## config.mk

```make
export PLATFORM = sky130hd
export DESIGN_NAME = xml_entity_decoder
export DESIGN_NICKNAME = d
export VERILOG_FILES = /design/src/xed_pkg.sv /design/src/xed_in_reg.sv /design/src/xed_core.sv /design/src/xed_out_reg.sv /design/src/xml_entity_decoder.sv
export SDC_FILE = /design/constraint.sdc
export NUM_CORES = 1
export LEC_CHECK = 0
export BUFFER_PORTS_ARGS = -buffer_cell sky130_fd_sc_hd__buf_2
export CORE_MARGIN = 4
export CORE_UTILIZATION = 58
export DETAILED_ROUTE_END_ITERATION = 10
export GPL_TIMING_DRIVEN = 0
export PLACE_DENSITY = 0.84
export SYNTH_ARGS = -nofsm -noshare
export SYNTH_HDL_FRONTEND = slang
export SYNTH_SLANG_ARGS = --single-unit
```

## constraint.sdc

```tcl
create_clock -name clk -period 2.36 [get_ports clk]
set_clock_uncertainty 0.05 [all_clocks]
set_input_delay 0.354 -clock clk [delete_from_list [all_inputs] [get_ports clk]]
set_output_delay 0.354 -clock clk [all_outputs]
set_load 0.02 [all_outputs]
```

## src/xed_pkg.sv

```systemverilog
// ============================================================================
// xed_pkg
// Shared types and constants for the XML entity decoder.
// ============================================================================
`timescale 1ns / 1ps
`default_nettype none

package xed_pkg;

    // Decoder mode; the unused code behaves as plain text
    typedef enum logic [1:0] {
        MODE_PLAIN  = 2'd0,
        MODE_ENTITY = 2'd1,
        MODE_DROP   = 2'd2
    } mode_t;

    localparam int unsigned MAX_LETTERS = 4;
    localparam int unsigned CNT_W       = 3;

    // Token delimiters
    localparam logic [7:0] CH_AMP  = 8'h26;
    localparam logic [7:0] CH_SEMI = 8'h3B;

    // Entity names, first letter in the lowest byte
    localparam logic [31:0] NAME_QUOT = {8'h74, 8'h6F, 8'h75, 8'h71};
    localparam logic [31:0] NAME_APOS = {8'h73, 8'h6F, 8'h70, 8'h61};
    localparam logic [23:0] NAME_AMP  = {8'h70, 8'h6D, 8'h61};
    localparam logic [15:0] NAME_LT   = {8'h74, 8'h6C};
    localparam logic [15:0] NAME_GT   = {8'h74, 8'h67};

    // Decoded characters
    localparam logic [7:0] CH_QUOT = 8'h22;
    localparam logic [7:0] CH_APOS = 8'h27;
    localparam logic [7:0] CH_LT   = 8'h3C;
    localparam logic [7:0] CH_GT   = 8'h3E;

    // Status codes
    localparam logic STATUS_OK  = 1'b0;
    localparam logic STATUS_ERR = 1'b1;

    // One input word
    typedef struct packed {
        logic [7:0] ch;
        logic       last;
    } item_t;

    // One result word with its valid flag
    typedef struct packed {
        logic       valid;
        logic [7:0] ch;
        logic       last;
        logic       status;
    } result_t;

endpackage

`default_nettype wire

```

## src/xed_in_reg.sv

```systemverilog
// ============================================================================
// xed_in_reg
// Input register: captures one word from the slave side and holds it until
// the decode stage takes it.
// ============================================================================
`timescale 1ns / 1ps
`default_nettype none

module xed_in_reg
    import xed_pkg::*;
(
    input  wire logic  clk,
    input  wire logic  rst_n,
    input  wire logic  in_valid,
    output logic       in_ready,
    input  wire item_t in_item,
    input  wire logic  take,
    output logic       held_valid,
    output item_t      held_item
);

    logic  valid_reg;
    logic  valid_next;
    item_t item_reg;
    logic  load;

    // Accept a new word when empty or when the held word moves on
    assign in_ready = !valid_reg || take;
    assign load     = in_valid && in_ready;

    always_comb
    begin
        valid_next = valid_reg;
        if (load)
        begin
            valid_next = 1'b1;
        end
        else if (take)
        begin
            valid_next = 1'b0;
        end
    end

    always_ff @(posedge clk or negedge rst_n)
    begin
        if (!rst_n)
        begin
            valid_reg <= 1'b0;
        end
        else
        begin
            valid_reg <= valid_next;
        end
    end

    // Hold payload
    always_ff @(posedge clk)
    begin
        if (load)
        begin
            item_reg <= in_item;
        end
    end

    assign held_valid = valid_reg;
    assign held_item  = item_reg;

endmodule

`default_nettype wire

```

## src/xed_core.sv

```systemverilog
// ============================================================================
// xed_core
// Decode stage: tracks the entity mode and held letters, and forms at most
// one result for each word it steps.
// ============================================================================
`timescale 1ns / 1ps
`default_nettype none

module xed_core
    import xed_pkg::*;
(
    input  wire logic  clk,
    input  wire logic  rst_n,
    input  wire logic  step,
    input  wire item_t item,
    output result_t    res
);

    mode_t            mode_reg;
    mode_t            mode_next;
    logic [CNT_W-1:0] count_reg;
    logic [CNT_W-1:0] count_next;
    logic [7:0]       letters_reg [MAX_LETTERS];
    logic             letter_we;
    logic [1:0]       letter_idx;
    logic             hit;
    logic [7:0]       hit_ch;
    logic [31:0]      held;

    assign held       = {letters_reg[3], letters_reg[2], letters_reg[1], letters_reg[0]};
    assign letter_idx = count_reg[1:0];

    // Match held letters against the five known names
    always_comb
    begin
        hit    = 1'b1;
        hit_ch = CH_AMP;
        if (count_reg == CNT_W'(4) && held == NAME_QUOT)
        begin
            hit_ch = CH_QUOT;
        end
        else if (count_reg == CNT_W'(4) && held == NAME_APOS)
        begin
            hit_ch = CH_APOS;
        end
        else if (count_reg == CNT_W'(3) && held[23:0] == NAME_AMP)
        begin
            hit_ch = CH_AMP;
        end
        else if (count_reg == CNT_W'(2) && held[15:0] == NAME_LT)
        begin
            hit_ch = CH_LT;
        end
        else if (count_reg == CNT_W'(2) && held[15:0] == NAME_GT)
        begin
            hit_ch = CH_GT;
        end
        else
        begin
            hit = 1'b0;
        end
    end

    // Next mode, letter count and result
    always_comb
    begin
        mode_next  = mode_reg;
        count_next = count_reg;
        letter_we  = 1'b0;
        res        = '{valid: 1'b0, ch: item.ch, last: item.last, status: STATUS_OK};
        if (step)
        begin
            unique case (mode_reg)
                MODE_DROP:
                begin
                    if (item.last)
                    begin
                        mode_next = MODE_PLAIN;
                    end
                end
                MODE_ENTITY:
                begin
                    if (item.ch == CH_SEMI && hit)
                    begin
                        res.valid  = 1'b1;
                        res.ch     = hit_ch;
                        mode_next  = MODE_PLAIN;
                        count_next = '0;
                    end
                    else if (item.ch == CH_SEMI || count_reg >= CNT_W'(MAX_LETTERS) ||
                             item.last)
                    begin
                        res        = '{valid: 1'b1, ch: 8'h00, last: 1'b1,
                                       status: STATUS_ERR};
                        mode_next  = item.last ? MODE_PLAIN : MODE_DROP;
                        count_next = '0;
                    end
                    else
                    begin
                        letter_we  = 1'b1;
                        count_next = count_reg + CNT_W'(1);
                    end
                end
                default:
                begin
                    mode_next = MODE_PLAIN;
                    if (item.ch == CH_AMP && item.last)
                    begin
                        res = '{valid: 1'b1, ch: 8'h00, last: 1'b1, status: STATUS_ERR};
                    end
                    else if (item.ch == CH_AMP)
                    begin
                        mode_next  = MODE_ENTITY;
                        count_next = '0;
                    end
                    else
                    begin
                        res.valid = 1'b1;
                    end
                end
            endcase
        end
    end

    always_ff @(posedge clk or negedge rst_n)
    begin
        if (!rst_n)
        begin
            mode_reg  <= MODE_PLAIN;
            count_reg <= '0;
        end
        else
        begin
            mode_reg  <= mode_next;
            count_reg <= count_next;
        end
    end

    // Store a token letter
    always_ff @(posedge clk)
    begin
        if (letter_we)
        begin
            letters_reg[letter_idx] <= item.ch;
        end
    end

    // Letter count stays within the token limit
    a_count_max: assert property (@(posedge clk) disable iff (!rst_n)
        count_reg <= CNT_W'(MAX_LETTERS))
        else $error("letter count above limit");

    // Letters are held only inside a token
    a_count_mode: assert property (@(posedge clk) disable iff (!rst_n)
        (count_reg != '0) |-> (mode_reg == MODE_ENTITY))
        else $error("letters held outside a token");

    // An error result closes the string with a zero byte
    a_err_shape: assert property (@(posedge clk) disable iff (!rst_n)
        (res.valid && res.status == STATUS_ERR) |-> (res.last && res.ch == 8'h00))
        else $error("malformed error result");

    // Dropped words give no result
    a_drop_quiet: assert property (@(posedge clk) disable iff (!rst_n)
        (step && mode_reg == MODE_DROP) |-> !res.valid)
        else $error("result while dropping");

    // An error leaves the decoder outside a token
    a_err_exit: assert property (@(posedge clk) disable iff (!rst_n)
        (res.valid && res.status == STATUS_ERR) |=> (mode_reg != MODE_ENTITY))
        else $error("token still open after error");

endmodule

`default_nettype wire

```

## src/xed_out_reg.sv

```systemverilog
// ============================================================================
// xed_out_reg
// Result register: holds one decoded word for the master side and frees
// itself as that word is taken.
// ============================================================================
`timescale 1ns / 1ps
`default_nettype none

module xed_out_reg
    import xed_pkg::*;
(
    input  wire logic    clk,
    input  wire logic    rst_n,
    input  wire logic    load,
    input  wire result_t res,
    output logic         free,
    output logic         out_valid,
    input  wire logic    out_ready,
    output logic [7:0]   out_ch,
    output logic         out_last,
    output logic         out_status
);

    logic       valid_reg;
    logic       valid_next;
    logic [7:0] ch_reg;
    logic       last_reg;
    logic       status_reg;

    // Room for a new word when empty or when the held word leaves now
    assign free = !valid_reg || out_ready;

    always_comb
    begin
        valid_next = valid_reg;
        if (load)
        begin
            valid_next = 1'b1;
        end
        else if (out_ready)
        begin
            valid_next = 1'b0;
        end
    end

    always_ff @(posedge clk or negedge rst_n)
    begin
        if (!rst_n)
        begin
            valid_reg <= 1'b0;
        end
        else
        begin
            valid_reg <= valid_next;
        end
    end

    // Hold payload
    always_ff @(posedge clk)
    begin
        if (load)
        begin
            ch_reg     <= res.ch;
            last_reg   <= res.last;
            status_reg <= res.status;
        end
    end

    assign out_valid  = valid_reg;
    assign out_ch     = ch_reg;
    assign out_last   = last_reg;
    assign out_status = status_reg;

endmodule

`default_nettype wire

```

## src/xml_entity_decoder.sv

```systemverilog
// ============================================================================
// xml_entity_decoder
// Stream decoder for the five predefined XML entities.
// ============================================================================
// Takes one byte per clock on the slave side and gives at most one decoded
// byte per clock on the master side. The result for a word passes through
// the input register, then through the decode logic into the result
// register. Plain bytes pass through; a complete &quot; &apos; &amp; &lt;
// or &gt; becomes its single character. A bad or unfinished token yields
// one error word (tuser = 1, tdata = 0, tlast = 1) and the rest of that
// string is dropped up to its tlast. Throughput is one byte per cycle while
// the master side keeps tready high; the decode stage stalls only when the
// result register is full and not being taken.
`timescale 1ns / 1ps
`default_nettype none

module xml_entity_decoder
    import xed_pkg::*;
(
    input  wire logic       clk,
    input  wire logic       rst_n,
    // slave side
    input  wire logic       s_tvalid,
    output logic            s_tready,
    input  wire logic [7:0] s_tdata,    // [7:0] char_in
    input  wire logic       s_tlast,    // string_end
    // master side
    output logic            m_tvalid,
    input  wire logic       m_tready,
    output logic [7:0]      m_tdata,    // [7:0] char_out
    output logic            m_tlast,    // last_of_string
    output logic            m_tuser     // [0] status
);

    item_t   in_item;
    item_t   held_item;
    logic    held_valid;
    logic    step;
    logic    out_free;
    result_t res;

    assign in_item = '{ch: s_tdata, last: s_tlast};

    // Advance the held word when the result register has room
    assign step = held_valid && out_free;

    xed_in_reg u_in_reg (
        .clk        (clk),
        .rst_n      (rst_n),
        .in_valid   (s_tvalid),
        .in_ready   (s_tready),
        .in_item    (in_item),
        .take       (step),
        .held_valid (held_valid),
        .held_item  (held_item)
    );

    xed_core u_core (
        .clk   (clk),
        .rst_n (rst_n),
        .step  (step),
        .item  (held_item),
        .res   (res)
    );

    xed_out_reg u_out_reg (
        .clk        (clk),
        .rst_n      (rst_n),
        .load       (res.valid),
        .res        (res),
        .free       (out_free),
        .out_valid  (m_tvalid),
        .out_ready  (m_tready),
        .out_ch     (m_tdata),
        .out_last   (m_tlast),
        .out_status (m_tuser)
    );

endmodule

`default_nettype wire
```

== Word-level counts from Yosys, hierarchy flattened ==
Memories as Yosys holds them, arrays and structs flattened.
Index checks and enable logic that the tools add are counted.
Operators by class
  add/subtract/negate cells: 1
  equality and inequality tests: 15
  order comparisons: 1
  muxes and demuxes: 40
  reductions and logical operators: 20
  bitwise gates (word level): 1
Operator list (number)
  32-bit by 31-bit == test with 1-bit output (second input constant): 2
  16-bit by 15-bit == test with 1-bit output (second input constant): 2
  8-bit two-way mux: 4
  24-bit by 23-bit == test with 1-bit output (second input constant): 1
  11-bit two-way mux: 2
  11-bit case mux with 2 select lines: 1
  1-bit two-way mux: 18
  8-bit by 6-bit == test with 1-bit output (second input constant): 2
  2-bit two-way mux: 6
  3-bit two-way mux: 4
  10-bit two-way mux: 1
  1-bit logical AND: 9
  9-bit two-way mux: 1
  3-bit by 2-bit == test with 1-bit output (second input constant): 2
  3-bit case mux with 2 select lines: 1
  2-bit nonzero test: 3
  5-bit two-way mux: 1
  1-bit logical OR: 4
  2-bit != test (second input constant): 2
  2-bit case mux with 2 select lines: 1
  4-bit AND reduction: 1
  3-bit by 1-bit adder with 3-bit output (second input constant): 1
  3-bit == test (second input constant): 1
  3-bit greater-or-equal comparator (second input constant): 1
  6 further kinds: 7
Word-level totals
  output and inout port bits: 12
  input bits: 13
  memories kept: 1
  memory bits (writable): 32
  register bits after elaboration: 26
  logic and storage cells: 88
Memories
  u_core.letters_reg: words 4, width 8, rd ports 4, clocked after memory_dff 0, write ports 1, line xed_core.sv:23  | logic [7:0] letters_reg [MAX_LETTERS];

== Depth between registers and ports, before layout ==
Gate-level depths: netlist (run 1).
An unclocked memory read counts as a cell.
  word-level depth: 14
  gate-level depth with buffers: 7
  depth with buffers taken out: 7

== Cells and area by module ==
A second synthesis (run 1) with hierarchy kept.
Unflattened totals
  cells, all modules: 168
  area, all modules: 2488.6 um^2
Modules (own cells, without submodules)
  xed_core: cells each 141, area each 1810.5 um^2, seq. area each 1086.0 um^2, times used 1
  xed_out_reg: cells each 13, area each 347.8 um^2, seq. area each 325.3 um^2, times used 1
  xed_in_reg: cells each 13, area each 324.1 um^2, seq. area each 295.3 um^2, times used 1
  xml_entity_decoder: cells each 1, area each 6.3 um^2, seq. area each 0.0 um^2, times used 1

== Worst setup path after synthesis (run 1) ==
OpenSTA, ideal clock, no wires.
  path kind: register to register
  from: reg u_in_reg.item_reg (netlist bit u_in_reg.held_item[7])
  to: reg u_out_reg.ch_reg[0] (netlist: u_out_reg.out_ch[0]) (enable)
  path slack: 321 ps
  buffers on the path: 0
  stages on the path, launching flop included: 6
  data required time: 1934 ps
  setup time: 376 ps
  clock period less this slack: 2039 ps
  data arrival time: 1613 ps
  cell sequence: edfxtp_1 > and4bb_2 > and2_1 > o31a_1 > o22ai_1 > nor2_1
RTL lines
  start, declared: line xed_in_reg.sv:24  | item_t item_reg;
  start signal, assigned: line xed_in_reg.sv:61  | item_reg <= in_item;
  end signal, assigned: line xed_out_reg.sv:63  | ch_reg <= res.ch;
  end, declared: line xed_out_reg.sv:26  | logic [7:0] ch_reg;

==> results by group, run 1 <==
Job
  • Max Cap Viol: 0

STA
  • Final hold slack: 0.150 ns
  • Fmax achieved: 454 MHz
  • Slew HR: 0.721
  • Final worst slack: 0.158 ns
  • Final setup violation count: 0
  • Final min period: 2.20 ns
  • Total negative setup slack: 0 ns
  • Fin. Hold Viols: 0
  • RSZ-0062 raised after global routing: no
  • Worst Tran Pin Value: 0.419 ns
  • Final period util: 0.933
  • Fin. max-slew vios: 0

Setup path
  • CP Max Fanout: 4
  • Max stage delay on crit path: 0.42 ns
  • CP Data Arrival Time: 2.30 ns
  • Slowest-stage cell, CP: dfrtp_1
  • Crit-path cells: inv_1 -> ha_1 -> and4b_1 -> nand4b_4 -> or3b_4 -> and3_4 -> o32ai_1
  • WP buf/inv: 1
  • CP Launch Type: flop
  • Worst setup EP type: flop
  • Worst setup path class: flop to flop
  • R2R setup slack: 0.16 ns
  • Top Family by Delay on Critical Path: simple AND/OR/NAND/NOR gates
  • WP data required: 2.46 ns

Synthesis
  • Mux share of post-synthesis cell area: 0.0125
  • Post-synthesis adder-cell area fraction: 0.0349
  • Netlist Area Pre-Place: 0.00251 mm²
  • Asr flop ratio synth: 0.121
  • Synth area leaders: edfxtp_1 (61%), dfrtp_1 (7.0%), ha_1 (3.5%), inv_1 (2.4%), o22ai_1 (1.7%)
  • EDFF count, synth: 51
  • Main synth FF type: edfxtp_1
  • Post-synth top area share: 0.611
  • Post-Synth Simple-Gate Area: 0.190
  • Syn Nets: 192
  • Synth Area in Compound Gates: 0.0564
  • Main combinational cell family by area after synthesis: simple AND/OR/NAND/NOR gates
  • Post-synthesis sequential area ratio: 0.681
  • Mean Syn Cell Area: 14.6 µm²
  • Mapped Cells: 172
  • Synth unique cells: 44
  • Yosys reg bits: 58
  • Synth warn: 0
  • Post-synth top area cell: edfxtp_1
  • Xor/xnor share of the synthesized area: 0

Clock tree
  • CTS tree: built
  • CTS clock-pin slew for the worst setup and hold paths: 0.06 ns
  • CTS Sinks: 58
  • Worst-Skew Late Latency: 0.33 ns
  • Max Root-Sink Buffers: 2
  • Htree depth: 3
  • Post-CTS setup buffers: 0
  • CTS root buf: clkbuf_8
  • Number of buffers created by CTS: 9

Die
  • Die W: 73.8 µm
  • DIE HEIGHT: 73.8 µm
  • I/O pins: 25
  • Core Area: 0.00409 mm²
  • Die Footprint: 0.00544 mm²
  • Initial Utilization: 0.614
  • FP Rows: 23

Placed design
  • Post-place setup slack: -0.0962 ns
  • IO buf count: 24
  • Inst Count DP: 246
  • GPL Wtd Cong: 0.931
  • HPWL after detailed placement: 3370 µm

Power
  • Pleak: 1.08 nW
  • Power, Total: 2.11 mW
  • Cell Pwr Density: 730 mW/mm²
  • Worst VDD drop: 0.514 mV

Global routing
  • Largest net degree at the start of global routing: 11
  • Initial antenna violation count: 0
  • Overflow after GRT: 0
  • GRT Total Usage: 0.194
  • Global-route wire length before repair: 7570 µm
  • Number of global-route vias before repair: 1518

Route
  • First-pass iteration count of the detailed router: 4
  • Routed vias/inst: 6.11
  • Vias: 1595
  • Final ANT Viol Nets: 0
  • Routed len/inst: 18.2 µm
  • DR iter-0 viols: 182
  • Drt total wl: 4750 µm
  • DR DRC count: 0

Final layout
  • Fin cells: 261
  • Synth-to-layout area growth: 15.5%
  • Commonest non-fill, non-tap cell in the layout: edfxtp_1
  • Max FFs per register: 32
  • NumNets Final: 228
  • Layout cell share with drive strength beyond 1: 0.246
  • Diodes inserted: 0
  • Most frequent cells in the layout: edfxtp_1 (51), buf_2 (25), inv_1 (16)

Min path
  • HP Class: input port to flop

Run status
  • Status: complete, no violations
-- metal layers --
metal	track usage	part of all wire	vias up	wire, µm
met1	0.244	0.39	765	1850
met2	0.312	0.50	80	2390
met5	0	0	-	0
met3	0.0506	0.078	17	370
li1	-	-	733	-
met4	0.0905	0.029	0	140
-- where the power goes --
group	internal [mW]	switching [mW]
registers	1.16	0.0269
logic	0.0393	0.0712
clock network	0.468	0.351
total	1.66	0.449
-- synthesized netlist by cell type (2+ instances only) --
cell type,n
dfrtp_1,7
nor2_1,9
a211oi_1,2
nand3_1,5
nor4_1,2
o22ai_1,7
nand4b_1,4
o21ai_0,2
nor3_1,4
or3_1,3
nand4bb_1,2
and2_1,6
ha_1,7
nand2b_1,6
inv_1,16
edfxtp_1,51
nor2b_1,5
nand2_1,4
mux2i_1,2
o32ai_1,2
and4b_1,3
-- final cells by class --
| class | count | area, µm² |
|---|---|---|
| fill | 275 | 1190 |
| buffer | 1 | 5.00 |
| clock inverter | 4 | 45.0 |
| timing repair buffer | 25 | 130 |
| sequential | 58 | 1710 |
| clock buffer | 10 | 128 |
| multi-input combinational | 97 | 758 |
| tap | 50 | 62.6 |
| inverter | 16 | 60.1 |
-- path summary, 6_finish.rpt --
path	from	cells after the start	endpoint
min	s_tdata[5]	1	u_in_reg.held_item[6]
min reg2reg	u_out_reg.out_valid	2	u_out_reg.out_valid
max in group asynchronous	rst_n	2	u_in_reg.held_valid
max reg2reg	u_core.count_reg[0]	7	u_out_reg.out_ch[1]
min in group asynchronous	rst_n	2	u_core.mode_reg[1]
max	u_core.count_reg[0]	7	u_out_reg.out_ch[1]
-- logic make-up after synthesis --
kind of cell / count (synthesis)
multiplexers: 3
AND/OR/NAND/NOR: 67
AO/OA/AOI/OAI: 20
flip-flops: 58
adder cells (fa/ha/maj): 7
buffers and inverters: 17
-- worst reg2reg max path, delay by kind of cell (launching register included) --
| kind | cells | cell delay (ns) |
|---|---|---|
| AOI/OAI and AO/OA | 1 | 0.26 |
| and+or+nand+nor | 4 | 0.99 |
| DFF | 1 | 0.42 |
| buffers and inverters | 1 | 0.11 |
| adders and majority gates | 1 | 0.19 |
-- timing repair --
item                                    4_1_cts  5_1_grt
resized for setup                             1        6
endpoints found under the hold margin         7        0
hold buffers                                  1        0
endpoints found under the setup margin       10       34
-- per-stage QoR --
stage	utilization	cell area [µm²]
after global placement	0.658	2690
after detailed placement	0.658	2690
after global routing	0.709	2900
after CTS	0.704	2880
after floorplan	-	2510
final	0.709	2900
No activity file was read; power rests on OpenSTA's default activity.
==> inputs of run 2 (changes only) <==
--- a/config.mk
+++ b/config.mk
@@ -11,6 +11,7 @@
 export DETAILED_ROUTE_END_ITERATION = 10
 export GPL_TIMING_DRIVEN = 0
 export PLACE_DENSITY = 0.84
+export REMOVE_ABC_BUFFERS = 1
 export SYNTH_ARGS = -nofsm -noshare
 export SYNTH_HDL_FRONTEND = slang
 export SYNTH_SLANG_ARGS = --single-unit
==> run 2 against run 1 <==
Combinational power barely moved. Critical endpoint is now u_out_reg.out_ch[2]. Global-route usage rose by 1.3 points. Utilization barely moved. Setup slack improved by 0.0069 ns. Count of clock-buffer cells in the layout rose by 2. Cell count rose by 0.38%. Critical path depth did not move. Largest cell class unchanged. Die area did not move. Register-to-register slack barely moved. Clock power rose by 2%.
==> results by group, run 2 (same netlist as run 1, synthesis figures left out) <==
Die
  • Die Footprint: 0.00544 mm²
  • FP Rows: 23
  • DIE HEIGHT: 73.8 µm
  • Die W: 73.8 µm
  • I/O pins: 25
  • Core Area: 0.00409 mm²
  • Initial Utilization: 0.614

STA
  • Final hold slack: 0.146 ns
  • Final period util: 0.930
  • Fmax achieved: 455 MHz
  • Fin. max-slew vios: 0
  • Final min period: 2.20 ns
  • Worst Tran Pin Value: 0.402 ns
  • Fin. Hold Viols: 0
  • RSZ-0062 raised after global routing: no
  • Slew HR: 0.732
  • Final setup violation count: 0

Clock tree
  • CTS clock-pin slew for the worst setup and hold paths: 0.06 ns
  • Htree depth: 3
  • CTS Sinks: 58
  • Number of buffers created by CTS: 9
  • CTS root buf: clkbuf_8
  • Worst-Skew Late Latency: 0.33 ns
  • CTS tree: built
  • Max Root-Sink Buffers: 2

Job
  • Max Cap Viol: 0

Global routing
  • Number of global-route vias before repair: 1644
  • Initial antenna violation count: 0
  • GRT Total Usage: 0.207
  • Global-route wire length before repair: 7960 µm
  • Overflow after GRT: 0
  • Largest net degree at the start of global routing: 11

Setup path
  • Crit-path cells: inv_1 -> ha_1 -> and4b_1 -> nand4b_4 -> or3b_4 -> and3_4 -> o32ai_1
  • Worst setup EP type: flop
  • R2R setup slack: 0.16 ns
  • CP Data Arrival Time: 2.30 ns
  • Worst setup path class: flop to flop
  • Crit Reg-Reg Endpoint: u_out_reg.out_ch[2]
  • Max stage delay on crit path: 0.42 ns
  • Origin of the worst setup path: u_core.count_reg[0]
  • Worst r2r src: u_core.count_reg[0]
  • CP Launch Type: flop
  • R2R depth: 7
  • WP data required: 2.47 ns
  • Slowest-stage cell, CP: dfrtp_1
  • CP Max Fanout: 4

Route
  • Routed len/inst: 18.3 µm
  • Vias: 1589
  • Drt total wl: 4800 µm
  • DR iter-0 viols: 171
  • First-pass iteration count of the detailed router: 4
  • Routed vias/inst: 6.06
  • DR DRC count: 0
  • Final ANT Viol Nets: 0

Placed design
  • IO buf count: 24
  • Inst Count DP: 245
  • GPL Wtd Cong: 0.854
  • HPWL after detailed placement: 3500 µm

Power
  • Net Sw Frac: 0.213
  • Sw Pwr: 453 µW
  • Combinational group share of total power: 0.051
  • Sequential power share: 0.556
  • Clk pwr share: 0.393
  • Worst VDD drop: 0.512 mV
  • Int Power: 1.68 mW
  • Power, Total: 2.13 mW
  • Pleak: 1.08 nW
  • Cell Pwr Density: 735 mW/mm²

Final layout
  • NumNets Final: 227
  • Commonest non-fill, non-tap cell in the layout: edfxtp_1
  • Synth-to-layout area growth: 15.5%
  • Fin cells: 262
  • Layout cell share with drive strength beyond 1: 0.245
  • Diodes inserted: 0
  • Most frequent cells in the layout: edfxtp_1 (51), buf_2 (24), inv_1 (16)
  • Max FFs per register: 32

Min path
  • Hold path cells: 1
  • HP Class: input port to flop
  • Min-delay src: s_tdata[0]
  • WHS Endpoint: u_in_reg.held_item[1]

Run status
  • Status: complete, no violations
==> run 2: worst max-delay path: cells and delay by family (launching register included) <==
family | cells | cell delay (ns)
flops | 1 | 0.42
compound gates | 1 | 0.25
buf+inv | 1 | 0.10
fa+ha+maj | 1 | 0.20
simple gates | 4 | 1.01
==> run 2: how the worst max path moves through the flow <==
stage                                    end  slack [ns]  cells past startpoint
floorplan                u_out_reg.out_ch[0]        0.32                      5
global placement         u_out_reg.out_ch[1]        0.02                      5
detailed placement       u_out_reg.out_ch[6]       -0.08                      5
CTS                       u_out_reg.out_last         0.1                      5
global route        u_core.letters_reg[1][3]        0.02                      6
finish                   u_out_reg.out_ch[2]        0.16                      7
==> run 2: metrics by stage <==
stage / utilization / setup slack (ns) / setup TNS, ns / area (µm²)
floorplan: - / 0.318 / 0 / 2500
global placement: 0.657 / 0.0249 / 0 / 2690
detailed placement: 0.657 / -0.0812 / -1.69 / 2690
CTS: 0.705 / 0.0975 / 0 / 2880
global route: 0.709 / 0.0184 / 0 / 2900
finish: 0.709 / 0.164 / 0 / 2900
==> run 2: power groups by stage <==
stage          clock [mW]  sequential (mW)  combinational, mW
2_1_floorplan           0             1.21             0.0437
3_3_place_gp            0             1.20             0.0994
3_5_place_dp            0             1.21              0.105
4_1_cts             0.849             1.18              0.108
5_1_grt             0.909             1.19              0.117
6_report            0.836             1.18              0.108
==> run 2: final cells by class <==
class | count | area [µm²]
Clock buffer | 12 | 135
Clock inverter | 4 | 42.5
Fill cell | 280 | 1190
Inverter | 16 | 60.1
Multi-Input combinational cell | 97 | 759
Sequential cell | 58 | 1710
Tap cell | 50 | 62.6
Timing Repair Buffer | 25 | 130
==> run 2: repair_timing <==
action / 4_1_cts / 5_1_grt
endpoints found under the setup margin: 42 / 43
hold endpoints to repair: 7 / 0
hold buffers: 1 / 0
gates resized for setup: 2 / 6
setup buffers: 0 / 0
==> run 2: layer usage <==
layer  GRT usage  wire (µm)
met5           0          0
met4       0.121        124
met3      0.0643        339
met2       0.339       2500
met1       0.238       1830
